## src/wrv_pkg.sv

```systemverilog
// Shared types and constants for the Welford row mean and variance block.
// Used by the sequencer, the shared arithmetic unit and the top level.
// No dependencies.
package wrv_pkg;

  // Field and state widths
  localparam int SAMPLE_W = 16;   // Q8.8 sample
  localparam int CFG_W    = 13;   // row length register
  localparam int CNT_W    = 13;   // sample count and divisor
  localparam int MEAN_W   = 32;   // Q16.16 running mean
  localparam int SUM_W    = 64;   // Q32.32 deviation sum
  localparam int DELTA_W  = 33;   // difference of sample and mean
  localparam int QUO_W    = 48;   // divider dividend and quotient
  localparam int VAR_W    = 32;   // Q16.16 variance
  localparam int FRAC_SH  = 8;    // Q8.8 to Q16.16 shift
  localparam int VAR_SH   = 16;   // Q32.32 to Q16.16 shift
  localparam int STEP_W   = 6;

  // Iteration counts of the shared unit
  localparam logic [STEP_W-1:0] MEAN_STEPS = STEP_W'(DELTA_W);
  localparam logic [STEP_W-1:0] MUL_STEPS  = STEP_W'(DELTA_W);
  localparam logic [STEP_W-1:0] VAR_STEPS  = STEP_W'(QUO_W);

  localparam logic [CNT_W-1:0] MAX_ROW_LENGTH = CNT_W'(4096);
  localparam logic [CFG_W-1:0] ROW_LEN_RESET  = CFG_W'(128);

  typedef enum logic [2:0] {
    ST_IDLE,
    ST_DIV_MEAN,
    ST_MEAN_UPD,
    ST_MUL_LOAD,
    ST_MUL,
    ST_ACC,
    ST_DIV_VAR,
    ST_RESULT
  } wrv_state_e;

  typedef enum logic {
    OP_DIV,
    OP_MUL
  } wrv_op_e;

  // Commands from the sequencer to the shared unit
  typedef struct packed {
    logic    div_load;
    logic    mul_load;
    logic    step;
    wrv_op_e op;
  } wrv_unit_cmd_t;

  // Strobes from the sequencer to the datapath registers
  typedef struct packed {
    logic in_ready;
    logic mean_upd;
    logic acc;
    logic result;
  } wrv_ctrl_t;

endpackage

```

## src/welford_row_mean_variance.sv

```systemverilog
// Welford row mean and population variance, Q8.8 samples in, Q8.8 mean and
// Q16.16 variance out. Each sample is worked on by a 33-step divide and a 33-step
// multiply on the shared adder, and the next sample is taken only once that work
// is through. The last sample of a row adds a 48-step divide before the result is
// registered.
// Reset clears count, mean and sum, sets the row length to 128, no result held.
module welford_row_mean_variance (
  input  logic                                clk_i,
  input  logic                                rst_ni,
  input  logic                                row_length_we_i,
  input  logic [wrv_pkg::CFG_W-1:0]           row_length_i,
  input  logic                                sample_valid_i,
  output logic                                sample_ready_o,
  input  logic signed [wrv_pkg::SAMPLE_W-1:0] sample_i,
  output logic                                result_valid_o,
  input  logic                                result_ready_i,
  output logic signed [wrv_pkg::SAMPLE_W-1:0] row_mean_o,
  output logic [wrv_pkg::VAR_W-1:0]           row_variance_o
);
  import wrv_pkg::*;

  wrv_unit_cmd_t cmd;
  wrv_ctrl_t     ctrl;

  logic [CFG_W-1:0]    row_length_q;
  logic [CNT_W-1:0]    count_q;
  logic [MEAN_W-1:0]   mean_q;
  logic [SUM_W-1:0]    sum_q;
  logic [SAMPLE_W-1:0] sample_q;
  logic                delta_neg_q;
  logic [DELTA_W-1:0]  delta_mag_q;
  logic                prod_neg_q;
  logic                result_valid_q;
  logic [SAMPLE_W-1:0] row_mean_q;
  logic [VAR_W-1:0]    row_variance_q;

  logic [CNT_W-1:0]    n, eff_len;
  logic                row_done, out_free, in_acc;
  logic [DELTA_W-1:0]  x_in, x_held, mean_ext, delta, delta_mag, delta2, delta2_mag;
  logic [QUO_W-1:0]    dividend, quotient;
  logic [MEAN_W-1:0]   quo_mean, mean_new;
  logic [SUM_W-1:0]    product, sum_d;
  logic [MEAN_W-FRAC_SH-1:0] mean_div;
  logic [SAMPLE_W-1:0] mean_sat;
  logic [VAR_W-1:0]    var_sat;

  // Count and row length handling
  assign n = count_q + CNT_W'(1);

  always_comb begin
    priority if (row_length_q == '0) begin
      eff_len = CNT_W'(1);
    end else if (row_length_q > MAX_ROW_LENGTH) begin
      eff_len = MAX_ROW_LENGTH;
    end else begin
      eff_len = row_length_q;
    end
  end

  assign row_done = (n >= eff_len);
  assign out_free = !result_valid_q || result_ready_i;
  assign in_acc   = sample_valid_i && ctrl.in_ready;

  // Sample in Q16.16 and difference against the running mean
  assign x_in = {{(DELTA_W-SAMPLE_W-FRAC_SH){sample_i[SAMPLE_W-1]}}, sample_i,
                 {FRAC_SH{1'b0}}};
  assign x_held = {{(DELTA_W-SAMPLE_W-FRAC_SH){sample_q[SAMPLE_W-1]}}, sample_q,
                   {FRAC_SH{1'b0}}};
  assign mean_ext   = {mean_q[MEAN_W-1], mean_q};
  assign delta      = x_in - mean_ext;
  assign delta_mag  = delta[DELTA_W-1] ? -delta : delta;
  assign delta2     = x_held - mean_ext;
  assign delta2_mag = delta2[DELTA_W-1] ? -delta2 : delta2;

  // Dividend: the row sum in Q32.16 at the end of a row, else the difference
  assign dividend = ctrl.acc ? sum_d[SUM_W-1:SUM_W-QUO_W]
                             : {delta_mag, {(QUO_W-DELTA_W){1'b0}}};

  wrv_ctrl u_ctrl (
    .clk_i      (clk_i),
    .rst_ni     (rst_ni),
    .in_valid_i (sample_valid_i),
    .row_done_i (row_done),
    .out_free_i (out_free),
    .cmd_o      (cmd),
    .ctrl_o     (ctrl)
  );

  wrv_unit u_unit (
    .clk_i      (clk_i),
    .cmd_i      (cmd),
    .dividend_i (dividend),
    .divisor_i  (n),
    .mcand_i    (delta_mag_q),
    .mplier_i   (delta2_mag),
    .quotient_o (quotient),
    .product_o  (product)
  );

  // Mean update: signed quotient, truncated toward zero, wraps at 32 bits
  assign quo_mean = delta_neg_q ? -quotient[MEAN_W-1:0] : quotient[MEAN_W-1:0];
  assign mean_new = mean_q + quo_mean;

  // Accumulate the signed product into the deviation sum
  assign sum_d = sum_q + (prod_neg_q ? -product : product);

  // Mean to Q8.8, truncated toward zero and saturated
  always_comb begin
    mean_div = mean_q[MEAN_W-1:FRAC_SH] +
               (MEAN_W-FRAC_SH)'(mean_q[MEAN_W-1] && (|mean_q[FRAC_SH-1:0]));
    priority if (!mean_div[MEAN_W-FRAC_SH-1] &&
                 (|mean_div[MEAN_W-FRAC_SH-2:SAMPLE_W-1])) begin
      mean_sat = {1'b0, {(SAMPLE_W-1){1'b1}}};
    end else if (mean_div[MEAN_W-FRAC_SH-1] &&
                 !(&mean_div[MEAN_W-FRAC_SH-2:SAMPLE_W-1])) begin
      mean_sat = {1'b1, {(SAMPLE_W-1){1'b0}}};
    end else begin
      mean_sat = mean_div[SAMPLE_W-1:0];
    end
  end

  // Variance saturated to 32 bits
  assign var_sat = (|quotient[QUO_W-1:VAR_W]) ? '1 : quotient[VAR_W-1:0];

  // Configuration register
  always_ff @(posedge clk_i or negedge rst_ni) begin
    if (!rst_ni) begin
      row_length_q <= ROW_LEN_RESET;
    end else if (row_length_we_i) begin
      row_length_q <= row_length_i;
    end
  end

  // Running state: advance on each item, clear when a row is given out
  always_ff @(posedge clk_i or negedge rst_ni) begin
    if (!rst_ni) begin
      count_q <= '0;
      mean_q  <= '0;
      sum_q   <= '0;
    end else if (ctrl.result) begin
      count_q <= '0;
      mean_q  <= '0;
      sum_q   <= '0;
    end else begin
      if (ctrl.mean_upd) mean_q <= mean_new;
      if (ctrl.acc) begin
        sum_q <= sum_d;
        if (!row_done) count_q <= n;
      end
    end
  end

  // Hold the accepted item and the signs for the current update
  always_ff @(posedge clk_i) begin
    if (in_acc) begin
      sample_q    <= sample_i;
      delta_neg_q <= delta[DELTA_W-1];
      delta_mag_q <= delta_mag;
    end
    if (cmd.mul_load) begin
      prod_neg_q <= delta_neg_q ^ delta2[DELTA_W-1];
    end
  end

  // Output register: hold the result until it is taken
  always_ff @(posedge clk_i or negedge rst_ni) begin
    if (!rst_ni) begin
      result_valid_q <= 1'b0;
    end else if (ctrl.result) begin
      result_valid_q <= 1'b1;
    end else if (result_ready_i) begin
      result_valid_q <= 1'b0;
    end
  end

  always_ff @(posedge clk_i) begin
    if (ctrl.result) begin
      row_mean_q     <= mean_sat;
      row_variance_q <= var_sat;
    end
  end

  assign sample_ready_o = ctrl.in_ready;
  assign result_valid_o = result_valid_q;
  assign row_mean_o     = row_mean_q;
  assign row_variance_o = row_variance_q;

endmodule

```

## src/wrv_unit.sv

```systemverilog
// Shared arithmetic unit: one 64-bit adder used for restoring division
// (one quotient bit a cycle) and for shift-add multiplication (one bit a cycle).
// Depends on wrv_pkg.
module wrv_unit (
  input  logic                          clk_i,
  input  wrv_pkg::wrv_unit_cmd_t        cmd_i,
  input  logic [wrv_pkg::QUO_W-1:0]     dividend_i,
  input  logic [wrv_pkg::CNT_W-1:0]     divisor_i,
  input  logic [wrv_pkg::DELTA_W-1:0]   mcand_i,
  input  logic [wrv_pkg::DELTA_W-1:0]   mplier_i,
  output logic [wrv_pkg::QUO_W-1:0]     quotient_o,
  output logic [wrv_pkg::SUM_W-1:0]     product_o
);
  import wrv_pkg::*;

  logic [QUO_W-1:0]   shreg_q;
  logic [CNT_W-1:0]   rem_q, rem_d;
  logic [CNT_W-1:0]   divisor_q;
  logic [SUM_W-1:0]   acc_q;
  logic [DELTA_W-1:0] mcand_q, mplier_q;

  logic [CNT_W:0]     rem_sh;
  logic [SUM_W-1:0]   add_a, add_b;
  logic               add_cin;
  logic [SUM_W:0]     sum;
  logic               carry;

  assign rem_sh = {rem_q, shreg_q[QUO_W-1]};

  // Select adder operands for the current operation
  always_comb begin
    unique case (cmd_i.op)
      OP_DIV: begin
        add_a   = SUM_W'(rem_sh);
        add_b   = ~SUM_W'(divisor_q);
        add_cin = 1'b1;
      end
      OP_MUL: begin
        add_a   = {acc_q[SUM_W-2:0], 1'b0};
        add_b   = mplier_q[DELTA_W-1] ? SUM_W'(mcand_q) : '0;
        add_cin = 1'b0;
      end
      default: begin
        add_a   = '0;
        add_b   = '0;
        add_cin = 1'b0;
      end
    endcase
  end

  // The one shared adder
  assign sum   = {1'b0, add_a} + {1'b0, add_b} + (SUM_W + 1)'(add_cin);
  assign carry = sum[SUM_W];

  // Keep the difference when the shifted remainder reaches the divisor
  assign rem_d = carry ? sum[CNT_W-1:0] : rem_sh[CNT_W-1:0];

  // Divider registers
  always_ff @(posedge clk_i) begin
    if (cmd_i.div_load) begin
      shreg_q   <= dividend_i;
      rem_q     <= '0;
      divisor_q <= divisor_i;
    end else if (cmd_i.step && cmd_i.op == OP_DIV) begin
      shreg_q <= {shreg_q[QUO_W-2:0], carry};
      rem_q   <= rem_d;
    end
  end

  // Multiplier registers, most significant multiplier bit first
  always_ff @(posedge clk_i) begin
    if (cmd_i.mul_load) begin
      acc_q    <= '0;
      mcand_q  <= mcand_i;
      mplier_q <= mplier_i;
    end else if (cmd_i.step && cmd_i.op == OP_MUL) begin
      acc_q    <= sum[SUM_W-1:0];
      mplier_q <= {mplier_q[DELTA_W-2:0], 1'b0};
    end
  end

  assign quotient_o = shreg_q;
  assign product_o  = acc_q;

endmodule

```

## src/wrv_ctrl.sv

```systemverilog
// Sequencer for the Welford update: divide, update mean, multiply,
// accumulate and, at the end of a row, divide the sum for the variance.
// Depends on wrv_pkg.
module wrv_ctrl (
  input  logic                    clk_i,
  input  logic                    rst_ni,
  input  logic                    in_valid_i,
  input  logic                    row_done_i,
  input  logic                    out_free_i,
  output wrv_pkg::wrv_unit_cmd_t  cmd_o,
  output wrv_pkg::wrv_ctrl_t      ctrl_o
);
  import wrv_pkg::*;

  wrv_state_e        state_q, state_d;
  logic [STEP_W-1:0] cnt_q, cnt_d;
  logic              last_step;

  assign last_step = (cnt_q == STEP_W'(1));

  // State and step counter registers
  always_ff @(posedge clk_i or negedge rst_ni) begin
    if (!rst_ni) begin
      state_q <= ST_IDLE;
      cnt_q   <= '0;
    end else begin
      state_q <= state_d;
      cnt_q   <= cnt_d;
    end
  end

  // Next state
  always_comb begin
    state_d = state_q;
    unique case (state_q)
      ST_IDLE:     if (in_valid_i) state_d = ST_DIV_MEAN;
      ST_DIV_MEAN: if (last_step) state_d = ST_MEAN_UPD;
      ST_MEAN_UPD: state_d = ST_MUL_LOAD;
      ST_MUL_LOAD: state_d = ST_MUL;
      ST_MUL:      if (last_step) state_d = ST_ACC;
      ST_ACC:      state_d = row_done_i ? ST_DIV_VAR : ST_IDLE;
      ST_DIV_VAR:  if (last_step) state_d = ST_RESULT;
      ST_RESULT:   if (out_free_i) state_d = ST_IDLE;
      default:     state_d = ST_IDLE;
    endcase
  end

  // Step counter: load at the start of each iteration, count down during it
  always_comb begin
    cnt_d = cnt_q;
    unique case (state_q)
      ST_IDLE:     if (in_valid_i) cnt_d = MEAN_STEPS;
      ST_MUL_LOAD: cnt_d = MUL_STEPS;
      ST_ACC:      if (row_done_i) cnt_d = VAR_STEPS;
      ST_DIV_MEAN,
      ST_MUL,
      ST_DIV_VAR:  cnt_d = cnt_q - STEP_W'(1);
      default:     cnt_d = cnt_q;
    endcase
  end

  // Outputs per state
  always_comb begin
    cmd_o  = '{div_load: 1'b0, mul_load: 1'b0, step: 1'b0, op: OP_DIV};
    ctrl_o = '0;
    unique case (state_q)
      ST_IDLE: begin
        ctrl_o.in_ready = 1'b1;
        cmd_o.div_load  = in_valid_i;
      end
      ST_DIV_MEAN: cmd_o.step = 1'b1;
      ST_MEAN_UPD: ctrl_o.mean_upd = 1'b1;
      ST_MUL_LOAD: begin
        cmd_o.mul_load = 1'b1;
        cmd_o.op       = OP_MUL;
      end
      ST_MUL: begin
        cmd_o.step = 1'b1;
        cmd_o.op   = OP_MUL;
      end
      ST_ACC: begin
        ctrl_o.acc     = 1'b1;
        cmd_o.div_load = row_done_i;
      end
      ST_DIV_VAR: cmd_o.step = 1'b1;
      ST_RESULT:  ctrl_o.result = out_free_i;
      default: begin
        cmd_o  = '{div_load: 1'b0, mul_load: 1'b0, step: 1'b0, op: OP_DIV};
        ctrl_o = '0;
      end
    endcase
  end

endmodule

```

## config.mk

```make
export PLATFORM = sky130hd
export DESIGN_NAME = welford_row_mean_variance
export DESIGN_NICKNAME = d
export VERILOG_FILES = /design/src/wrv_pkg.sv /design/src/welford_row_mean_variance.sv /design/src/wrv_unit.sv /design/src/wrv_ctrl.sv
export SDC_FILE = /design/constraint.sdc
export NUM_CORES = 1
export LEC_CHECK = 0
export BUFFER_PORTS_ARGS = -buffer_cell sky130_fd_sc_hd__buf_2
export CORE_MARGIN = 4
export CORE_UTILIZATION = 55
export DETAILED_ROUTE_END_ITERATION = 16
export PLACE_DENSITY = 0.72
export SLEW_MARGIN = 10
export SYNTH_ARGS = -nofsm -noshare
export SYNTH_HDL_FRONTEND = slang
export SYNTH_SLANG_ARGS = --single-unit
```

## constraint.sdc

```tcl
create_clock -name clk_i -period 9.5 [get_ports clk_i]
set_clock_uncertainty 0.2 [all_clocks]
set_input_delay 0.475 -clock clk_i [delete_from_list [all_inputs] [get_ports clk_i]]
set_output_delay 0.475 -clock clk_i [all_outputs]
set_load 0.01 [all_outputs]
```

After elaboration in Yosys (flattened, before gate mapping) --
Cells that the tools add are included.
Storage, ports and cells: bits in registers 435, latch bits 0, RAM bits 0, bits in read-only memories 0, output and inout bits 50, word-level logic and storage cells 123, memories 0
Cells by class: add/subtract/negate cells 13, $mul 0, divide/modulo/power cells 0, order comparisons 2, equality and inequality tests 15, shift-type cells 0, mux-type cells 44, bitwise operators 3, reductions and logical operators 27
Operators with widths (count):
- $pmux 64 s2 | 2
- $mux 64 | 3
- $mux 33 | 5
- $mux 48 | 3
- $mux 32 | 3
- $mux 13 | 6
- $neg 33->33 | 2
- $sub 24x32->33 | 2
- $add 64x64->65 | 1
- $add 65x1->65 | 1
- $add 64x64->64 | 1
- $neg 64->64 | 1
- $not 13->64 | 1
- $add 32x32->32 | 1
- $neg 32->32 | 1
- $add 24x1->24 | 1
- $pmux 3 s8 | 1
- $pmux 6 s4 | 1
- $mux 3 | 6
- $mux 16 | 1
- $reduce_or 16->1 | 1
- $reduce_or 8->1 | 2
- $add 13x1->13 const B | 1
- $ge 13x13->1 | 1
- other kinds (26) | 56

Longest topological paths before layout --
depth in word-level cells 9, mapped depth 25, gate-level depth less buffers 23

Cells and area by module --
Synthesis repeated with hierarchy kept, for this count alone.
Unflattened totals: cell total of the unflattened synthesis 3504, area, all modules 31702.9 um2
Modules (own cells, without submodules):
- welford_row_mean_variance | times used 1, cells an instance 2436, area an instance 20387.1 um2, seq. area each 6052.1 um2
- wrv_unit | times used 1, cells an instance 980, area an instance 10582.6 um2, seq. area each 5355.1 um2
- wrv_ctrl | times used 1, cells an instance 88, area an instance 733.2 um2, seq. area each 225.2 um2

Worst setup path after synthesis --
No wires, ideal clock.
path kind register to register, start point reg u_ctrl.state_q[0], end point reg u_unit.rem_q[10], setup time 0.129 ns, arrival 5.511 ns, slack 3.661 ns, cell stages (with the launch flop) 24, period minus slack after synthesis 5.839 ns, cells stage by stage dfrtp_1 clkbuf_1 inv_1 nand2_1 nor2_1 nor2_1 inv_1 clkbuf_1 clkbuf_1 nor2_1 a31oi_1 fa_1 inv_1 fa_1 a211o_1 a21bo_2 a211o_1 a31o_2 a41oi_1 o221ai_1 a41oi_1 clkbuf_1 mux2i_1 o21ai_0
Between the ends: word-level cells in the longest chain between the ends 8
RTL lines:
- from (decl) | line wrv_ctrl.sv:15 | wrv_state_e state_q, state_d;
- from (signal assigned) | line wrv_ctrl.sv:27 | state_q <= state_d;
- $eq 3x2->1 or $eq 3x3->1 (tied branches) | line wrv_ctrl.sv:66 | unique case (state_q)
- $reduce_or 2->1 (no line)
- $mux 1 | line wrv_ctrl.sv:66
- $not 1->1 | line wrv_unit.sv:32, wrv_unit.sv:64
- $pmux 64 s2 | line wrv_unit.sv:32 | unique case (cmd_i.op)
- $add 64x64->65 | line wrv_unit.sv:52 | assign sum = {1'b0, add_a} + {1'b0, add_b} + (SUM_W + 1)'(add_cin);
- $add 65x1->65 | line wrv_unit.sv:52
- $mux 13 | line wrv_unit.sv:56 | assign rem_d = carry ? sum[CNT_W-1:0] : rem_sh[CNT_W-1:0];
- to (signal assigned) | line wrv_unit.sv:66 | rem_q <= rem_d;
- to (decl) | line wrv_unit.sv:17 | logic [CNT_W-1:0] rem_q, rem_d;
Parallel ways exist; a longest one is shown, timed or not. A chain may end at the register's enable or synchronous reset.

Final worst setup path --
start point reg u_ctrl.state_q[2], end point reg u_unit.shreg_q[0] (netlist: u_unit.quotient_o[0]), data pin
Between the ends: word-level cells in the longest chain between the ends 9
RTL lines:
- $eq 3x2->1 or $eq 3x3->1 (tied branches) | line wrv_ctrl.sv:66
- $reduce_or 2->1 (no line)
- $mux 1 | line wrv_ctrl.sv:66
- $not 1->1 | line wrv_unit.sv:32
- $pmux 64 s2 | line wrv_unit.sv:32
- $add 64x64->65 | line wrv_unit.sv:52
- $add 65x1->65 | line wrv_unit.sv:52
- $mux 48 | line wrv_unit.sv:64 | end else if (cmd_i.step && cmd_i.op == OP_DIV) begin
- $mux 48 * | line wrv_unit.sv:60 | if (cmd_i.div_load) begin
- to (signal assigned) | line wrv_unit.sv:61 | shreg_q <= dividend_i;
- to (signal assigned) | line wrv_unit.sv:65 | shreg_q <= {shreg_q[QUO_W-2:0], carry};
- to (decl) | line wrv_unit.sv:16 | logic [QUO_W-1:0] shreg_q;
Mark *: on every way between the ends. The rest lies on a longest branch, timed or not. The select of a mux whose other input is x is not followed.

==> results.tsv <==
metric	value	unit
grt_setup_unrepaired	false	
synth_nets	3943	
detail_route.wl_per_cell	20.1	um
hp-class	in2reg	
synth_area_leaders	edfxtp_1 21%, dfrtp_1 10%, ha_1 8.1%, xnor2_1 7.2%, nand2_1 6.3%	
drt-pass1-iter-count	6	
drive_gt1_frac	0.0824	
fin_setup_tns	0	ns
io_buffers	83	
drv_cap	0	
grt_pass1_vias	25300	
core_area	56800	um^2
slew_headroom	0.194	
timing.fmax	140	MHz
die_w	249	um
grt_pass1_wl	143000	um
critPathMaxFanout	73	
cts_buffer_depth	3	
rows	87	
drtIter0Drc	3068	
use_met3	0.0506	
fp.dieH	249	um
clkLatencyLatePin	0.61	ns
area_delta_synth_final	9.32	%
slew_violations	0	
ys.flop_type	edfxtp_1	
vias	27900	
crit_path_end_kind	register	
synth_edf_count	226	
syn-cell-area	31800	um^2
ios	84	
use_met2	0.425	
arrival	7.27	ns
syn_inst	3699	
ys_ff_latch	435	
cts_tree	built	
min_period_over_period	0.751	
vias_per_cell	6.20	
cts_sinks	435	
place_hpwl	66500	um
grt_remaining_overflow	0	
ant_nets	0	
syn_avg_cell_area	8.60	um^2
cpPeakStageDelay	0.69	ns
setup_violations	0	
tightest_slew	1.18	ns
synth_top_area_share	0.213	
grt_start_max_net_pins	79	
yosysMostFrequentCell	nand2_1	
cts.reportedPaths.clkPinSlew	0.06	ns
dieArea	61800	um^2
synth_commonest_cells	535 x nand2_1, 315 x o21ai_0, 269 x a21oi_1	
root_buffer	clkbuf_16	
track_usage	0.281	
cp-start-kind	register	
cts-htree-levels	2	
crit_chain	inv_1, nand3_2, buf_4, inv_2, buf_4, nor2_4, buf_4, o21ai_0, fa_1, a211o_1, a21bo_2, a211o_1, a31o_2, a41oi_1, o221ai_1, o21ai_0, nor2b_1, a21oi_1, nand2_1, o31ai_1	
final_nets	3940	
ys_warn_count	0	
cp_top_family	compound AO/OA/AOI/OAI gates	
initial_utilization	0.560	
post-cts-setup-buffers	0	
grt_use_met1	0.418	
critPathKind	reg2reg	
min_period	7.14	ns
post-synth-top-area-cell	edfxtp_1	
status	finished clean	
synthDistinctLibCells	96	
busiest_layer	met2	
ys_seq_area_frac	0.365	
cp_slowest_cell	dfrtp_1	
cpMostUsedCell	buf_4	
drc_errors	0	
hold_violations	0	
async_flop_share	0.303	
routed_wl	90300	um
cts_made_buffers	50	
antenna_found_initial	3	
cp_num_buf_inv	5	
gp_congestion	0.969	
worstPathRequired	9.64	ns
[cells in the final DEF, fill, tap and decap left out, types with 14 or more instances in the layout]
cell           count
o21ai_0          315
dlygate4sd3_1     30
and3_1            38
and2_1            37
nor4_1            29
o31ai_1           51
nand2_1          533
xnor2_1          263
or4_1             17
o21bai_1          30
or3_1             40
o21a_1            24
dfrtp_1          131
a31oi_1           49
nor2_1           186
a21oi_1          268
nor2b_1           26
buf_4             29
or2_2             46
mux2i_1           16
a211oi_1          16
buf_2             82
a211o_1           14
nand3_1          150
nand2b_1          37
xor2_1            88
nand4_1           44
a22o_1            17
a21o_1            79
ha_1             206
inv_1             96
o211ai_1          27
dfxtp_1           77
mux2_2            16
nor3_1            70
clkbuf_16         51
o41ai_1           18
edfxtp_1         226
[flip-flops by register name, indices dropped and copies added, names as in the netlist, 13 cells and up]
| signal | flops |
|---|---|
| sum_q | 64 |
| delta_mag_q | 33 |
| row_mean_o | 16 |
| u_unit.mplier_q | 33 |
| mean_q | 32 |
| u_unit.product_o | 64 |
| u_unit.rem_q | 13 |
| u_unit.quotient_o | 48 |
| sample_q | 16 |
| count_q | 13 |
| row_length_q | 13 |
| u_unit.divisor_q | 13 |
| u_unit.mcand_q | 33 |
| row_variance_o | 32 |
[cells by family after synthesis]
family | Yosys count | share of synthesized area
AO/OA/AOI/OAI | 1054 | 0.209
XOR/XNOR | 351 | 0.0966
adder cells (fa/ha/maj) | 210 | 0.0835
buffers and inverters | 300 | 0.0359
flip-flops | 435 | 0.365
multiplexers | 32 | 0.0107
AND/OR/NAND/NOR | 1317 | 0.199
[per-stage QoR]
step | instance area (um^2) | hold slack (ns) | std cells | setup WS (ns) | util
CTS | 34800 | 0.0359 | 4494 | 2.40 | 0.612
detailed placement | 32700 | 0.205 | 4370 | 2.42 | 0.576
finish | 34800 | 0.0589 | 4495 | 2.36 | 0.612
global placement | 32700 | 0.201 | 4370 | 2.63 | 0.576
floorplan | 31800 | -0.0206 | 3699 | 3.66 | -
global route | 34800 | 0.0651 | 4494 | 1.75 | 0.612
[metal layers]
metal / part of all wire / wire, um
met1: 0.45 / 41000
met3: 0.090 / 8100
met4: 0.024 / 2170
met2: 0.43 / 39100
met5: 0 / 0
[worst min-delay path, delay by kind of cell]
kind	cells	cell delay [ns]
buffers and inverters	1	0.19
and+or+nand+nor	1	0.08
AOI/OAI and AO/OA	1	0.06
[what timing repair did]
action,in CTS,in global routing
hold buffers,30,0
gates resized for setup,0,0
endpoints found under the hold margin,99,0
[cell type report]
cell class | count | area [um^2]
flip-flops and latches | 435 | 11600
clock buffers | 65 | 1410
repair buffers | 142 | 940
multi-input cells | 2964 | 19100
well taps | 756 | 946
diodes | 1 | 2.50
inverters | 103 | 388
fillers | 5081 | 22000
clock inverters | 29 | 362
[path summary, 6_finish.rpt]
path	startpoint	end	slack, ns	cells after the start
hold reg to reg	delta_mag_q[11]	u_unit.mcand_q[11]	0.20	0
max in group asynchronous	rst_ni	u_ctrl.cnt_q[4]	7.45	3
setup reg to reg	u_ctrl.state_q[2]	u_unit.quotient_o[0]	2.36	20
setup / recovery	u_ctrl.state_q[2]	u_unit.quotient_o[0]	2.36	20
min in group asynchronous	rst_ni	mean_q[10]	0.24	2
hold / removal	row_length_we_i	row_length_q[12]	0.06	3
Power is not shown: default switching activity piles up to over one toggle a cycle in this logic, so the estimate is an artifact.
